## src/rtl/jac_pkg.sv

```systemverilog
package jac_pkg;

	// register field widths
	localparam int CENTER_W = 12;
	localparam int DZ_W     = 11;
	localparam int LIM_W    = 15;
	localparam int NCAL_W   = 10;
	localparam int CFG_W    = 15;
	localparam int CFG_AW   = 2;

	// internal state widths
	localparam int BIAS_W   = 13;
	localparam int SUM_W    = 22;
	localparam int AXIS_W   = 16;

	// shared divider: quotient shift register, divisor and step counter
	localparam int QUO_W       = SUM_W;
	localparam int DIV_W       = 12;
	localparam int STEPS_W     = 5;
	localparam int SCALE_SHIFT = 16;

	localparam int NUM_CHANNELS_DEF = 4;
	localparam int SAMPLE_BITS_DEF  = 12;

	localparam logic [CENTER_W-1:0] CENTER_RST = CENTER_W'(2048);
	localparam logic [DZ_W-1:0]     DZ_RST     = DZ_W'(100);
	localparam logic [LIM_W-1:0]    LIM_RST    = LIM_W'(32767);
	localparam logic [NCAL_W-1:0]   NCAL_RST   = NCAL_W'(20);

	localparam logic [CFG_AW-1:0] REG_CENTER   = CFG_AW'(0);
	localparam logic [CFG_AW-1:0] REG_DEADZONE = CFG_AW'(1);
	localparam logic [CFG_AW-1:0] REG_LIMIT    = CFG_AW'(2);
	localparam logic [CFG_AW-1:0] REG_NCAL     = CFG_AW'(3);

	typedef enum logic [3:0] {
		ST_IDLE,
		ST_CAL,
		ST_CAL_DIV,
		ST_CENTER,
		ST_SHIFT,
		ST_MUL,
		ST_SCL_GO,
		ST_SCL_WAIT,
		ST_FINISH
	} state_t;

	typedef struct packed {
		logic                start;
		logic [STEPS_W-1:0]  steps;
	} div_req_t;

	typedef struct packed {
		logic done;
		logic ovf;
	} div_stat_t;

endpackage

```

## src/rtl/jac_div.sv

```systemverilog
module jac_div #(
	parameter int RW = 14
) (
	input  logic                       clk,
	input  logic                       arst_n,
	input  jac_pkg::div_req_t          req,
	input  logic [RW-1:0]              rem_init,
	input  logic [jac_pkg::QUO_W-1:0]  num_init,
	input  logic [jac_pkg::DIV_W-1:0]  divisor,
	output jac_pkg::div_stat_t         stat,
	output logic [jac_pkg::QUO_W-1:0]  quotient
);
	import jac_pkg::*;

	logic               run_q;
	logic               ovf_q;
	logic [STEPS_W-1:0] cnt_q;
	logic [DIV_W-1:0]   rem_q;
	logic [DIV_W-1:0]   dvs_q;
	logic [QUO_W-1:0]   num_q;

	logic [DIV_W:0] trial;
	logic [DIV_W:0] diff;
	logic           fits;
	logic           ovf_in;

	// quotient would not fit in the requested number of steps
	assign ovf_in = rem_init >= {{(RW-DIV_W){1'b0}}, divisor};

	assign trial = {rem_q, num_q[QUO_W-1]};
	assign fits  = trial >= {1'b0, dvs_q};
	assign diff  = trial - {1'b0, dvs_q};

	always_ff @(posedge clk or negedge arst_n) begin
		if (!arst_n) begin
			run_q <= 1'b0;
			ovf_q <= 1'b0;
			cnt_q <= '0;
		end else if (req.start) begin
			run_q <= 1'b1;
			ovf_q <= ovf_in;
			cnt_q <= ovf_in ? '0 : req.steps;
		end else if (run_q) begin
			if (cnt_q == '0) begin
				run_q <= 1'b0;
			end else begin
				cnt_q <= cnt_q - STEPS_W'(1);
			end
		end
	end

	// restoring division, one quotient bit a cycle
	always_ff @(posedge clk) begin
		if (req.start) begin
			dvs_q <= divisor;
			num_q <= num_init;
			rem_q <= rem_init[DIV_W-1:0];
		end else if (run_q && cnt_q != '0) begin
			rem_q <= fits ? diff[DIV_W-1:0] : trial[DIV_W-1:0];
			num_q <= {num_q[QUO_W-2:0], fits};
		end
	end

	always_comb begin
		stat.done = run_q && (cnt_q == '0);
		stat.ovf  = ovf_q;
	end

	assign quotient = num_q;

endmodule

```

## src/rtl/joystick_axis_conditioner.sv

```systemverilog
// Joystick axis conditioner. One beat on the s_ side carries one scan of NUM_CHANNELS ADC
// samples; one beat on the m_ side returns the conditioned signed positions. Each channel
// has the centre level and its stored bias removed, reads zero inside the deadzone, and is
// otherwise scaled by output_limit / (center_level - 1 - deadzone_width) and saturated.
// A scan with s_tuser set is a calibration scan: its samples add into per-channel sums,
// and the calib_samples-th such scan turns the averages into new biases (m_tuser set).
// Items are handled one at a time by a small sequencer around one shared bit-serial
// divider: each channel passes through centre, deadzone and multiply steps, then waits on
// the divider, which stops early when the result saturates. A calibration scan adds a
// calibration step for each channel, and a completing one also runs the 22-step average
// division for each channel. The finished result sits in an output register, so the next
// scan can be taken while it waits.
module joystick_axis_conditioner #(
	parameter int NUM_CHANNELS = jac_pkg::NUM_CHANNELS_DEF,
	parameter int SAMPLE_BITS  = jac_pkg::SAMPLE_BITS_DEF
) (
	input  logic                                             clk,
	input  logic                                             arst_n,
	// fields from bit 0: left_x_sample, left_y_sample, right_x_sample, right_y_sample
	input  logic [((NUM_CHANNELS*SAMPLE_BITS+7)/8)*8-1:0]    s_tdata,
	// command
	input  logic                                             s_tuser,
	input  logic                                             s_tvalid,
	output logic                                             s_tready,
	// fields from bit 0: left_x_axis, left_y_axis, right_x_axis, right_y_axis
	output logic [((NUM_CHANNELS*jac_pkg::AXIS_W+7)/8)*8-1:0] m_tdata,
	// calibration_done
	output logic                                             m_tuser,
	output logic                                             m_tvalid,
	input  logic                                             m_tready,
	input  logic                                             cfg_we,
	input  logic [jac_pkg::CFG_AW-1:0]                       cfg_addr,
	input  logic [jac_pkg::CFG_W-1:0]                        cfg_wdata
);
	import jac_pkg::*;

	localparam int S_TDATA_W = ((NUM_CHANNELS*SAMPLE_BITS+7)/8)*8;
	localparam int M_TDATA_W = ((NUM_CHANNELS*AXIS_W+7)/8)*8;
	localparam int CW = (NUM_CHANNELS > 1) ? $clog2(NUM_CHANNELS) : 1;
	// centred value, its magnitude, and the scaled product
	localparam int XW = ((SAMPLE_BITS > BIAS_W) ? SAMPLE_BITS : BIAS_W) + 2;
	localparam int MW = XW - 1;
	localparam int PW = MW + LIM_W;
	localparam int RW = PW - SCALE_SHIFT;

	state_t state_q, state_d;

	// configuration
	logic [CENTER_W-1:0] center_q;
	logic [DZ_W-1:0]     dz_q;
	logic [LIM_W-1:0]    lim_q;
	logic [NCAL_W-1:0]   ncal_q;

	// calibration state
	logic [BIAS_W-1:0]   bias_q [NUM_CHANNELS];
	logic [SUM_W-1:0]    sum_q  [NUM_CHANNELS];
	logic [NCAL_W-1:0]   count_q;

	// per-item working registers
	logic [CW-1:0]          ch_q;
	logic                   cmd_q;
	logic                   done_q;
	logic [SAMPLE_BITS-1:0] samp_q [NUM_CHANNELS];
	logic [DIV_W-1:0]       den_q;
	logic [DIV_W-1:0]       n_q;
	logic [XW-1:0]          x_q;
	logic [MW-1:0]          m_q;
	logic                   neg_q;
	logic [PW-1:0]          prod_q;
	logic [AXIS_W-1:0]      res_q [NUM_CHANNELS];

	logic [M_TDATA_W-1:0] m_tdata_q;
	logic                 m_tuser_q;
	logic                 m_tvalid_q;

	// control
	logic       accept;
	logic       last_ch;
	logic       sel_cal;
	logic       out_load;
	div_req_t   div_req;
	div_stat_t  div_stat;
	logic [RW-1:0]    div_rem;
	logic [QUO_W-1:0] div_num;
	logic [DIV_W-1:0] div_dvs;
	logic [QUO_W-1:0] div_quo;

	// combinational datapath
	logic [NCAL_W-1:0] ncal_eff;
	logic [NCAL_W-1:0] cnt_next;
	logic              complete;
	logic [BIAS_W-1:0] den_full;
	logic [SUM_W-1:0]  new_sum;
	logic [XW-1:0]     x_c;
	logic [XW-1:0]     mag_c;
	logic [MW-1:0]     dz_ext;
	logic [PW-1:0]     prod_c;
	logic [AXIS_W-1:0] lim16;
	logic [AXIS_W-1:0] q16;
	logic [AXIS_W-1:0] magr;
	logic [AXIS_W-1:0] res_c;
	logic [BIAS_W-1:0] bias_c;

	assign accept  = s_tvalid && s_tready;
	assign last_ch = ch_q == CW'(NUM_CHANNELS - 1);

	assign ncal_eff = (ncal_q == '0) ? NCAL_W'(1) : ncal_q;
	assign cnt_next = count_q + NCAL_W'(1);
	// counter wrapping to zero also completes
	assign complete = (cnt_next >= ncal_eff) || (cnt_next == '0);
	assign den_full = {1'b0, center_q} - BIAS_W'(1) - {2'b0, dz_q};

	assign new_sum = sum_q[ch_q] + {{(SUM_W-SAMPLE_BITS){1'b0}}, samp_q[ch_q]};

	assign x_c = {{(XW-SAMPLE_BITS){1'b0}}, samp_q[ch_q]}
		- {{(XW-CENTER_W){1'b0}}, center_q}
		- {{(XW-BIAS_W){bias_q[ch_q][BIAS_W-1]}}, bias_q[ch_q]};
	assign mag_c  = x_q[XW-1] ? (~x_q + XW'(1)) : x_q;
	assign dz_ext = {{(MW-DZ_W){1'b0}}, dz_q};
	assign prod_c = m_q * lim_q;

	assign lim16  = {1'b0, lim_q};
	assign q16    = div_quo[AXIS_W-1:0];
	assign magr   = (div_stat.ovf || q16 > lim16) ? lim16 : q16;
	assign res_c  = neg_q ? (~magr + AXIS_W'(1)) : magr;
	assign bias_c = div_quo[BIAS_W-1:0] - {1'b0, center_q};

	// next state
	always_comb begin
		state_d = state_q;
		unique case (state_q)
			ST_IDLE: begin
				if (s_tvalid) begin
					state_d = s_tuser ? ST_CAL : ST_CENTER;
				end
			end
			ST_CAL: state_d = done_q ? ST_CAL_DIV : ST_CENTER;
			ST_CAL_DIV: begin
				if (div_stat.done) begin
					state_d = ST_CENTER;
				end
			end
			ST_CENTER: state_d = ST_SHIFT;
			ST_SHIFT:  state_d = ST_MUL;
			ST_MUL:    state_d = ST_SCL_GO;
			ST_SCL_GO: state_d = ST_SCL_WAIT;
			ST_SCL_WAIT: begin
				if (div_stat.done) begin
					if (last_ch) begin
						state_d = ST_FINISH;
					end else begin
						state_d = cmd_q ? ST_CAL : ST_CENTER;
					end
				end
			end
			ST_FINISH: begin
				if (!m_tvalid_q || m_tready) begin
					state_d = ST_IDLE;
				end
			end
		endcase
	end

	// outputs of the sequencer
	always_comb begin
		s_tready      = state_q == ST_IDLE;
		sel_cal       = state_q == ST_CAL;
		div_req.start = (sel_cal && done_q) || (state_q == ST_SCL_GO);
		div_req.steps = sel_cal ? STEPS_W'(QUO_W) : STEPS_W'(SCALE_SHIFT);
		out_load      = (state_q == ST_FINISH) && (!m_tvalid_q || m_tready);
	end

	// divider operands: average of the sums, or product / divisor for scaling
	always_comb begin
		if (sel_cal) begin
			div_rem = '0;
			div_num = new_sum;
			div_dvs = n_q;
		end else begin
			div_rem = prod_q[PW-1:SCALE_SHIFT];
			div_num = {prod_q[SCALE_SHIFT-1:0], {(QUO_W-SCALE_SHIFT){1'b0}}};
			div_dvs = den_q;
		end
	end

	jac_div #(
		.RW(RW)
	) u_div (
		.clk      (clk),
		.arst_n   (arst_n),
		.req      (div_req),
		.rem_init (div_rem),
		.num_init (div_num),
		.divisor  (div_dvs),
		.stat     (div_stat),
		.quotient (div_quo)
	);

	always_ff @(posedge clk or negedge arst_n) begin
		if (!arst_n) begin
			state_q    <= ST_IDLE;
			center_q   <= CENTER_RST;
			dz_q       <= DZ_RST;
			lim_q      <= LIM_RST;
			ncal_q     <= NCAL_RST;
			count_q    <= '0;
			ch_q       <= '0;
			cmd_q      <= 1'b0;
			done_q     <= 1'b0;
			m_tvalid_q <= 1'b0;
			for (int i = 0; i < NUM_CHANNELS; i++) begin
				bias_q[i] <= '0;
				sum_q[i]  <= '0;
			end
		end else begin
			state_q <= state_d;

			if (cfg_we) begin
				unique case (cfg_addr)
					REG_CENTER:   center_q <= cfg_wdata[CENTER_W-1:0];
					REG_DEADZONE: dz_q     <= cfg_wdata[DZ_W-1:0];
					REG_LIMIT:    lim_q    <= cfg_wdata[LIM_W-1:0];
					REG_NCAL:     ncal_q   <= cfg_wdata[NCAL_W-1:0];
				endcase
			end

			if (accept) begin
				ch_q   <= '0;
				cmd_q  <= s_tuser;
				done_q <= s_tuser && complete;
				if (s_tuser) begin
					count_q <= complete ? '0 : cnt_next;
				end
			end

			if (sel_cal) begin
				sum_q[ch_q] <= done_q ? '0 : new_sum;
			end

			if (state_q == ST_CAL_DIV && div_stat.done) begin
				bias_q[ch_q] <= bias_c;
			end

			if (state_q == ST_SCL_WAIT && div_stat.done) begin
				ch_q <= last_ch ? '0 : ch_q + CW'(1);
			end

			if (out_load) begin
				m_tvalid_q <= 1'b1;
			end else if (m_tready) begin
				m_tvalid_q <= 1'b0;
			end
		end
	end

	always_ff @(posedge clk) begin
		if (accept) begin
			for (int i = 0; i < NUM_CHANNELS; i++) begin
				samp_q[i] <= s_tdata[i*SAMPLE_BITS +: SAMPLE_BITS];
			end
			// scaling divisor and sample count, held at least 1
			den_q <= (den_full[BIAS_W-1] || den_full == '0) ?
				DIV_W'(1) : den_full[DIV_W-1:0];
			n_q   <= {{(DIV_W-NCAL_W){1'b0}}, ncal_eff};
		end

		if (state_q == ST_CENTER) begin
			x_q <= x_c;
		end

		// move toward zero by the deadzone, zero inside it
		if (state_q == ST_SHIFT) begin
			neg_q <= x_q[XW-1];
			m_q   <= (mag_c[MW-1:0] < dz_ext) ? '0 : mag_c[MW-1:0] - dz_ext;
		end

		if (state_q == ST_MUL) begin
			prod_q <= prod_c;
		end

		if (state_q == ST_SCL_WAIT && div_stat.done) begin
			res_q[ch_q] <= res_c;
		end

		if (out_load) begin
			for (int i = 0; i < NUM_CHANNELS; i++) begin
				m_tdata_q[i*AXIS_W +: AXIS_W] <= res_q[i];
			end
			m_tuser_q <= done_q;
		end
	end

	assign m_tdata  = m_tdata_q;
	assign m_tuser  = m_tuser_q;
	assign m_tvalid = m_tvalid_q;

endmodule

```

## config.mk

```make
export PLATFORM = sky130hd
export DESIGN_NAME = joystick_axis_conditioner
export DESIGN_NICKNAME = d
export VERILOG_FILES = /design/src/rtl/jac_pkg.sv /design/src/rtl/jac_div.sv /design/src/rtl/joystick_axis_conditioner.sv
export SDC_FILE = /design/constraint.sdc
export NUM_CORES = 1
export LEC_CHECK = 0
export ABC_CLOCK_PERIOD_IN_PS = 6550
export BUFFER_PORTS_ARGS = -buffer_cell sky130_fd_sc_hd__buf_2
export CELL_PAD_IN_SITES_DETAIL_PLACEMENT = 1
export CELL_PAD_IN_SITES_GLOBAL_PLACEMENT = 1
export CORE_ASPECT_RATIO = 0.8
export CORE_MARGIN = 5
export CORE_UTILIZATION = 40
export CTS_BUF_LIST = sky130_fd_sc_hd__clkbuf_16
export DETAILED_ROUTE_END_ITERATION = 6
export PLACE_DENSITY_LB_ADDON = 0.15
export SLEW_MARGIN = 20
export SYNTH_ARGS = -nofsm -noshare
export SYNTH_HDL_FRONTEND = slang
export SYNTH_SLANG_ARGS = --single-unit
```

## constraint.sdc

```tcl
create_clock -name clk -period 6.55 [get_ports clk]
set_input_delay 0.9825 -clock clk [delete_from_list [all_inputs] [get_ports clk]]
set_output_delay 0.9825 -clock clk [all_outputs]
set_load 0.01 [all_outputs]
```

# --- Word level (Yosys, flattened, before mapping) ---
# Memory sizes are Yosys's and may differ from the RTL's. A register that Yosys moved wholly into a read port is not among the register bits.
# Cells that the tools add are included.
word_totals:
  memories: 2
  ramBits: 112
  regBits: 341
  inputBits: 71
  output_inout_bits: 67
op_classes:
  reduce_logical: 33
  n_lt_le_gt_ge: 7
  n_addsub: 13
  muxes: 52
  n_mul: 1
  bitwise_logic: 3
  n_eq_ne: 17
memory_table:
  columns: ["memory", "words", "width", "read_ports", "rd_clocked_by_memory_dff", "write_ports", "line", "text"]
  rows:
  - ["res_q", 4, 16, 4, 4, 1, "joystick_axis_conditioner.sv:70", "logic [AXIS_W-1:0] res_q [NUM_CHANNELS];"]
  - ["samp_q", 4, 12, 1, 0, 4, "joystick_axis_conditioner.sv:63", "logic [SAMPLE_BITS-1:0] samp_q [NUM_CHANNELS];"]
ops:
  columns: ["cell", "n"]
  rows:
  - ["two-way mux 22 bit", 7]
  - ["bitwise mux 88 bit", 1]
  - ["bitwise mux 52 bit", 1]
  - ["two-way mux 13 bit", 4]
  - ["two-way mux 12 bit", 4]
  - ["binary-select mux 22 bit (select 2 bit)", 1]
  - ["demux 22 bit (select 2 bit)", 1]
  - ["case mux 4 bit (9 select lines)", 1]
  - ["two-way mux 16 bit", 2]
  - ["multiplier 14 x 15 -> 29 bit", 1]
  - ["binary-select mux 13 bit (select 2 bit)", 1]
  - ["demux 13 bit (select 2 bit)", 1]
  - ["greater-or-equal comparator 13 x 12 -> 1 bit", 2]
  - ["adder 22 x 12 -> 22 bit", 1]
  - ["zero test 10 bit", 2]
  - ["two-way mux 10 bit", 2]
  - ["two-way mux 4 bit", 5]
  - ["two-way mux 5 bit", 4]
  - ["adder 16 x 1 -> 16 bit (second input constant)", 1]
  - ["== test 4 x 3 -> 1 bit (second input constant)", 4]
  - ["greater-than comparator 16 x 15 -> 1 bit", 1]
  - ["inverter 16 bit", 1]
  - ["adder 14 x 1 -> 14 bit (second input constant)", 1]
  - ["less-than comparator 14 x 11 -> 1 bit", 1]
  - ["other kinds (36)", 76]

# --- Longest topological paths before layout ---
# Gate-level depths: netlist of the first run.
depth:
  word_depth: 7
  mapped_depth: 23
  depth_no_buf: 22

# --- Hierarchy ---
# Synthesis of the first run repeated with hierarchy kept, for this count alone.
hier_totals:
  hier_cells: 2891
  hier_area_um2: 32663.8
modules_own_cells:
  columns: ["module", "n_inst", "cells_per_inst", "seq_area_each_um2", "area_per_inst_um2"]
  rows:
  - ["joystick_axis_conditioner", 1, 2617, 12923.6, 29469.5]
  - ["jac_div", 1, 274, 1556.5, 3194.3]

# --- Worst setup path before layout of the first run ---
# No wires, ideal clock.
synth_path:
  kind: "register -> register"
  startpoint: "register lim_q[2]"
  endpoint: "register prod_q[28] (data pin)"
  t_arrival_ns: 5.978
  setup_slack_ns: 0.312
  t_required_ns: 6.290
  path_stages_with_launch: 24
  setup_time_ns: 0.260
  path_cell_list: "dfstp_2 > clkbuf_1 > clkbuf_1 > nand2_1 > fa_1 > inv_1 > ha_1 > inv_1 > fa_1 > inv_1 > fa_1 > fa_1 > inv_1 > fa_1 > inv_1 > ha_1 > a21o_1 > a21oi_1 > o221ai_1 > a221oi_1 > a21oi_1 > a211o_1 > a21oi_1 > xnor2_1"
synth_between:
  elab_chain_cells: 1
synth_lines:
  columns: ["item", "line", "text"]
  rows:
  - ["from (decl)", "joystick_axis_conditioner.sv:51", "logic [LIM_W-1:0] lim_q;"]
  - ["from (signal assigned)", "joystick_axis_conditioner.sv:222", "REG_LIMIT: lim_q <= cfg_wdata[LIM_W-1:0];"]
  - ["multiplier 14 x 15 -> 29 bit", "joystick_axis_conditioner.sv:120", "assign prod_c = m_q * lim_q;"]
  - ["net prod_c[28]", "joystick_axis_conditioner.sv:97", "logic [PW-1:0] prod_c;"]
  - ["to (signal assigned)", "joystick_axis_conditioner.sv:278", "prod_q <= prod_c;"]
  - ["to (decl)", "joystick_axis_conditioner.sv:69", "logic [PW-1:0] prod_q;"]
# The timed path passes the listed nets, and every way through them passes these cells.
# A chain may end at the register's enable or synchronous reset.

# --- Final worst setup path of the first run ---
layout_path:
  startpoint: "register m_q[4]"
  endpoint: "register prod_q[28] (data pin)"
layout_between:
  elab_chain_cells: 1
layout_lines:
  columns: ["item", "line", "text"]
  rows:
  - ["from (decl)", "joystick_axis_conditioner.sv:67", "logic [MW-1:0] m_q;"]
  - ["from (signal assigned)", "joystick_axis_conditioner.sv:274", "m_q <= (mag_c[MW-1:0] < dz_ext) ? '0 : mag_c[MW-1:0] - dz_ext;"]
  - ["multiplier 14 x 15 -> 29 bit", "joystick_axis_conditioner.sv:120", null]
  - ["net prod_c[28]", "joystick_axis_conditioner.sv:97", null]
# The timed path passes the listed nets, and every way through them passes these cells.

==> metrics.md, run 1 <==
| Metric | Value |
|---|---|
| CTS max path bufs | `3` |
| Largest net degree at the start of global routing | `between 100 and 150` |
| Yosys reg bits | `between 500 and 600` |
| Global-route wire length before repair | `~140000 microns` |
| Slew headroom | `~22%` |
| Gate Count Post-Synth | `2863` |
| Area Overhead vs Synth | `12.9%` |
| Drt pass-1 iters | `5` |
| CTS H-tree lvls | `2` |
| Yosys warns | `0` |
| Peak Freq | `159 MHz` |
| Cells after DPL | `between 3000 and 4000` |
| Fillers | `8626` |
| Starting Density | `between 40% and 50%` |
| Synth top area cells | `edfxtp_1 (28%), dfrtp_1 (15%), fa_1 (9.9%)` |
| Req. time, crit path | `~6.9 ns` |
| Clock Sinks | `between 500 and 600` |
| DRC violations left | `0` |
| Finished Cell Area | `around 36000 sq um` |
| Initial antenna violation count | `10` |
| Vias in the first global route | `between 20000 and 25000` |
| WL met3 | `approximately 5100 microns` |
| Port Buffer Count | `~140` |
| Uppermost layer routed | `met4` |
| Die Width | `328 microns` |
| Synthesized area | `32300 sq um` |
| Share of layout cells above drive strength 1 | `16.5%` |
| Final Cycle Share | `a little over nine tenths` |
| Post-synthesis sequential area ratio | `about 45%` |
| Post-synthesis mux area share | `approximately 7.7%` |
| Core area | `approximately 80000 sq um` |
| Post-place instance area | `roughly 34000 sq um` |
| Global-route usage over all layers | `between 20% and 30%` |
| Worst slack at placement | `-0.0220 ns` |
| Post-synthesis compound-gate area fraction | `8.86%` |
| Post-DRT Antenna Nets | `0` |
| CTS clock-pin slew for the worst setup and hold paths | `roughly 0.070 ns` |
| Hold_buf cts | `0` |
| Critical Path Fanout Max | `14` |
| Die ar. | `slightly below 90000 sq um` |
| Crit path kind | `reg2reg` |
| Setup TNS | `0 ns` |
| Synth Area in Adders | `between 15 and 20%` |
| Simple-gate share of the synthesized area | `roughly 11%` |
| Clock root buffer | `clkbuf_16` |
| Worst-Margin Slew | `around 1.2 ns` |
| TritonCTS Buffers | `57` |
| Final hold violation count | `0` |
| GRT overflow | `0` |
| Max cap viols | `0` |
| Post-CTS Setup Repair Bufs | `0` |
| Die Span Y | `roughly 260 microns` |
| Io pins | `138` |
| Met2 wire len | `slightly above 40000 microns` |
| WL/cell | `between 20 and 25 microns` |
| Worst setup EP type | `flop` |
| Share of flip-flops with an asynchronous set or reset | `41.4%` |
| Status | `finished, final reports clean` |
| Share of the synthesized area in the top cell type | `28.2%` |
| RSZ-0062 raised after global routing | `yes` |
| Slew Viols, Final | `0` |
| Post-synthesis cell type count | `73` |
| TritonCTS clock tree | `done` |
| Nets@finish | `3464` |
| Post-route minimum period | `~6.3 ns` |
| Largest family of logic cells by synthesized area | `adder cells` |
| Worst EP arrival | `about 6.7 ns` |
| Syn Area/Cell | `approximately 11 sq um` |
| Met1 WL | `around 44000 microns` |
| Row count | `between 90 and 100` |
| Post-Synth XOR/XNOR Area | `3.74%` |
| DP HPWL | `70500 microns` |
| Final setup fails | `0` |
| Post-synth net total | `3315` |
| Skew final | `around 0.023 ns` |
| Routability Congestion | `0.871` |
| CP Launch Type | `flop` |
| Top cell type by total area after synthesis | `edfxtp_1` |
| Detailed Route WL | `92900 microns` |
| Initial DRC Count | `1358` |
| Type of the most critical hold path | `reg2reg` |
| Finished Layout Cells | `4105` |
| Vias per inst | `about 5.4` |
| EDFF count, synth | `303` |
| Clock Latency Late Sink | `about 0.63 ns` |
| Final WS setup | `0.241 ns` |
| Main synth FF type | `edfxtp_1` |
| Via Count | `between 20000 and 25000` |
[sequential cells by signal, summed over array words and instances, names as in the netlist, 2 cells and up]
register,count
prod_q,29
res_q,64
lim_q,15
u_div.dvs_q,12
ch_q,2
u_div.rem_q,12
ncal_q,10
bias_q,52
u_div.cnt_q,5
u_div.quotient,22
dz_q,11
x_q,14
state_q,4
center_q,12
n_q,10
samp_q,48
m_tdata,64
count_q,10
den_q,12
m_q,14
sum_q,88
[layer usage]
layer,up-vias,global-route usage [%]
li1,10200,-
met1,11400,31.3
met2,463,33.7
met3,120,3.65
met4,0,5.14
met5,-,0
[path summary, 6_finish.rpt]
path	end	startpoint	depth (start not counted)	slack, ns
min reg2reg	m_tdata[4]$_DFFE_PP_	res_q[0][4]$_DFFE_PP_	0	0.41
min	m_tdata[4]$_DFFE_PP_	res_q[0][4]$_DFFE_PP_	0	0.41
max reg2reg	prod_q[28]$_DFFE_PP_	m_q[4]$_SDFFCE_PN0P_	22	0.24
min in group asynchronous	sum_q[75]$_DFFE_PN0P_	arst_n	1	0.44
max	prod_q[28]$_DFFE_PP_	m_q[4]$_SDFFCE_PN0P_	22	0.24
max in group asynchronous	done_q$_DFFE_PN0P_	arst_n	2	4.80
[worst max-delay path: stages (launching register included)]
cell      delay [ns]
edfxtp_1        0.39
buf_4           0.20
and2_1          0.19
fa_1            0.53
inv_1           0.07
fa_1            0.55
inv_1           0.07
fa_1            0.55
fa_1            0.46
fa_1            0.55
inv_1           0.05
fa_1            0.53
inv_1           0.04
ha_1            0.33
and4_1          0.24
nand2b_1        0.13
o221ai_2        0.15
a221oi_2        0.27
buf_4           0.15
a21oi_2         0.07
a211o_1         0.29
a21oi_2         0.16
xnor2_1         0.08
[logic make-up after synthesis]
kind of cell,after synthesis
adder cells (fa/ha/maj),381
multiplexers,177
flip-flops,517
buffers and inverters,440
XOR/XNOR,138
AO/OA/AOI/OAI,448
AND/OR/NAND/NOR,762
[placed cells by master (no fill, tap or decap), types with 30 or more instances in the layout]
cell type  instances
xnor2_1           87
o21ai_0          123
mux2_2            93
o31ai_1           55
ha_1             219
buf_2            136
nor2b_1           30
mux4_2            47
a21oi_1          100
nor2_1           116
xor2_1            51
mux2i_1           37
nor3_1            37
clkbuf_16         58
dfrtp_1          190
edfxtp_1         303
nand2_1          320
a21o_1            34
nand3_1           51
fa_1             160
inv_1            325
and2_1           106
buf_4             72
[synth_stat cells, types with 16 or more instances]
cell / count
nand2_1: 321
inv_1: 319
edfxtp_1: 303
ha_1: 221
dfrtp_1: 193
fa_1: 160
o21ai_0: 125
nor2_1: 119
and2_1: 106
a21oi_1: 105
clkbuf_1: 105
mux2_2: 93
xnor2_1: 87
o31ai_1: 55
nand3_1: 52
xor2_1: 51
mux4_2: 47
nor3_1: 38
mux2i_1: 37
a21o_1: 34
nor2b_1: 30
dfstp_2: 21
o21a_1: 17
o21bai_1: 17
o211ai_1: 16
[metrics by stage]
step                hold slack (ns)  utilization (%)
floorplan                     0.400                -
global placement              0.406             42.9
detailed placement            0.406             42.9
CTS                           0.415             45.3
global route                  0.424             45.4
finish                        0.414             45.4
[timing repair]
action / 4_1_cts / 5_1_grt
endpoints found under the setup margin: 2 / 8
resized for setup: 1 / 13
pin swaps: 0 / 1
[area by class of cell]
class / count / area [sq um] / area share [%]
diodes: 1 / 2.50 / 0.00686
clock buffers: 58 / 1450 / 3.98
clock inverters: 48 / 490 / 1.34
inverters: 319 / 1200 / 3.28
multi-input cells: 1906 / 16300 / 44.6
flip-flops and latches: 517 / 14500 / 39.7
well taps: 1045 / 1310 / 3.59
repair buffers: 211 / 1270 / 3.47
Power of run 1 is left out: the tool's default activity adds up to more than one toggle a clock period on the data nets, which glitch-free logic cannot reach.
==> inputs of run 2 (changes only) <==
- ABC_CLOCK_PERIOD_IN_PS: 6550 -> 5200
- clock period: 6.55 -> 5.2 ns (I/O delays scaled with it)
==> metrics.md, run 2 (synthesis gave the netlist of run 1 again) <==
| Metric | Value |
|---|---|
| Clock Sinks | `517` |
| Port Buffer Count | `between 100 and 150` |
| Max reg flops | `88` |
| Area Overhead vs Synth | `16.9%` |
| R2R setup slack | `-0.87 ns` |
| Skew final | `0.0279 ns` |
| Critical Path Fanout Max | `4` |
| Drt pass-1 iters | `5` |
| Clock root buffer | `clkbuf_16` |
| Most frequent cells in the layout | `nand2_1 (318), inv_1 (312), edfxtp_1 (303), ha_1 (210), dfrtp_1 (190)` |
| Initial DRC Count | `about 1300` |
| Vias in the first global route | `about 24000` |
| Via Count | `about 22000` |
| Failing checks | `negative setup slack` |
| Row count | `between 90 and 100` |
| Max cap viols | `0` |
| Reg-to-Reg Start | `m_q[4]$_SDFFCE_PN0P_` |
| Die Width | `around 330 microns` |
| TritonCTS clock tree | `done` |
| Worst setup EP type | `flop` |
| Worst-Margin Slew | `around 1.1 ns` |
| Global-route wire length before repair | `146000 microns` |
| R2R cell count | `23` |
| Hold_buf cts | `0` |
| CTS clock-pin slew for the worst setup and hold paths | `approximately 0.060 ns` |
| Starting Density | `40.2%` |
| Leading cell type in the layout, fill and taps excluded | `nand2_1` |
| Req. time, crit path | `roughly 5.6 ns` |
| Die ar. | `around 87000 sq um` |
| Die Span Y | `roughly 260 microns` |
| Peak Freq | `~160 MHz` |
| CTS H-tree lvls | `2` |
| Final hold violation count | `0` |
| CP Launch Type | `flop` |
| Critical Path Start | `m_q[4]$_SDFFCE_PN0P_` |
| TritonCTS Buffers | `55` |
| Core area | `~80000 sq um` |
| FF-to-FF End | `prod_q[28]$_DFFE_PP_` |
| GRT overflow | `0` |
| Final WS setup | `-0.869 ns` |
| Cells after DPL | `about 4000` |
| Finished Cell Area | `37700 sq um` |
| Vias per inst | `about 5.3` |
| Final setup fails | `18` |
| Final Cycle Share | `117%` |
| Crit path kind | `reg2reg` |
| Crit path to | `prod_q[28]$_DFFE_PP_` |
| Post-DRT Antenna Nets | `0` |
| RSZ-0062 raised after global routing | `yes` |
| Setup TNS | `-10.70 ns` |
| Largest net degree at the start of global routing | `about 100` |
| DP HPWL | `73000 microns` |
| Initial antenna violation count | `3` |
| Io pins | `between 100 and 150` |
| Global-route usage over all layers | `a little over a fifth` |
| Routability Congestion | `between 0.8 and 0.9` |
| Post-place instance area | `~35000 sq um` |
| Detailed Route WL | `about 95000 microns` |
| Post-route minimum period | `approximately 6.1 ns` |
| Finished Layout Cells | `between 4000 and 5000` |
| Clock Latency Late Sink | `between 0.6 and 0.7 ns` |
| CTS max path bufs | `3` |
| Slew Viols, Final | `0` |
| Largest Register | `sum_q` |
| Nets@finish | `around 3600` |
| Type of the most critical hold path | `in2async` |
| Slew headroom | `a little over a quarter` |
| DRC violations left | `0` |
| Share of layout cells above drive strength 1 | `a little over a fifth` |
| WL/cell | `22.4 microns` |
| Status | `finished, violations left` |
| Hold Slack | `0.269 ns` |
| Worst EP arrival | `6.44 ns` |
==> run 2: cell count changes in the layout (fill, tap and decap cells not counted), moves of 6 or more <==
cell | previous run | this run
inv_1 | 325 | 312
ha_1 | 219 | 210
a21oi_1 | 100 | 88
buf_4 | 72 | 188
and2_1 | 106 | 99
buf_6 | 1 | 11
a21oi_2 | 4 | 12
o21ai_0 | 123 | 117
inv_2 | 3 | 16
ha_4 | 2 | 11
==> run 2: worst min-delay path by stage <==
stage                              end  cells after the start                  start  slack (ns)
3_3_place_gp     m_tdata[39]$_DFFE_PP_                      0  res_q[2][7]$_DFFE_PP_        0.40
2_1_floorplan     m_tdata[0]$_DFFE_PP_                      0  res_q[0][0]$_DFFE_PP_        0.40
3_5_place_dp     m_tdata[38]$_DFFE_PP_                      0  res_q[2][6]$_DFFE_PP_        0.41
5_1_grt        samp_q[2][10]$_DFFE_PP_                      1            s_tdata[34]        0.29
4_1_cts          sum_q[11]$_DFFE_PN0P_                      1                 arst_n        0.29
6_report         sum_q[52]$_DFFE_PN0P_                      1                 arst_n        0.27
==> run 2: per-stage QoR <==
stage | setup slack, ns | util, %
after detailed placement | -0.995 | 44.2
after CTS | -0.912 | 46.7
after global placement | -0.969 | 44.2
after floorplan | -0.519 | -
after global routing | -1.11 | 47.0
final | -0.869 | 47.0
==> run 2: cell type report <==
type | instances | area (sq um)
Antenna cell | 1 | 2.50
Clock buffer | 55 | 1380
Clock inverter | 48 | 432
Fill cell | 8596 | 42600
Inverter | 319 | 1200
Multi-Input combinational cell | 1906 | 16600
Sequential cell | 517 | 14500
Tap cell | 1045 | 1310
Timing Repair Buffer | 341 | 2310
==> run 2: critical path: stages, from the launching register on <==
cell and delay (ns):
edfxtp_1 0.44, and2_4 0.20, fa_1 0.53, inv_1 0.05, fa_1 0.49, inv_1 0.05
fa_1 0.51, inv_2 0.05, fa_1 0.47, inv_1 0.05, fa_1 0.48, inv_1 0.05
fa_1 0.49, inv_2 0.05, ha_4 0.15, a211o_1 0.28, a21oi_4 0.22, o221ai_4 0.15
a221oi_4 0.34, buf_6 0.16, a21oi_4 0.07, a211o_1 0.29, a21oi_2 0.15, xnor2_1 0.09
==> run 2: routing by layer <==
layer	routed length [microns]	vias up	track usage [%]
li1	-	10500	-
met2	44100	365	35.2
met4	1750	0	4.24
met1	45000	11600	31.3
met3	3830	95	3.11
met5	0	-	0
==> run 2: what timing repair did <==
| action | CTS | global route |
|---|---|---|
| hold endpoints to repair | 0 | 0 |
| resized for setup | 33 | 32 |
| setup buffers | 8 | 13 |
| setup endpoints to repair | 29 | 33 |
| pin swaps | 25 | 29 |
Power of run 2 is left out for the same reason.
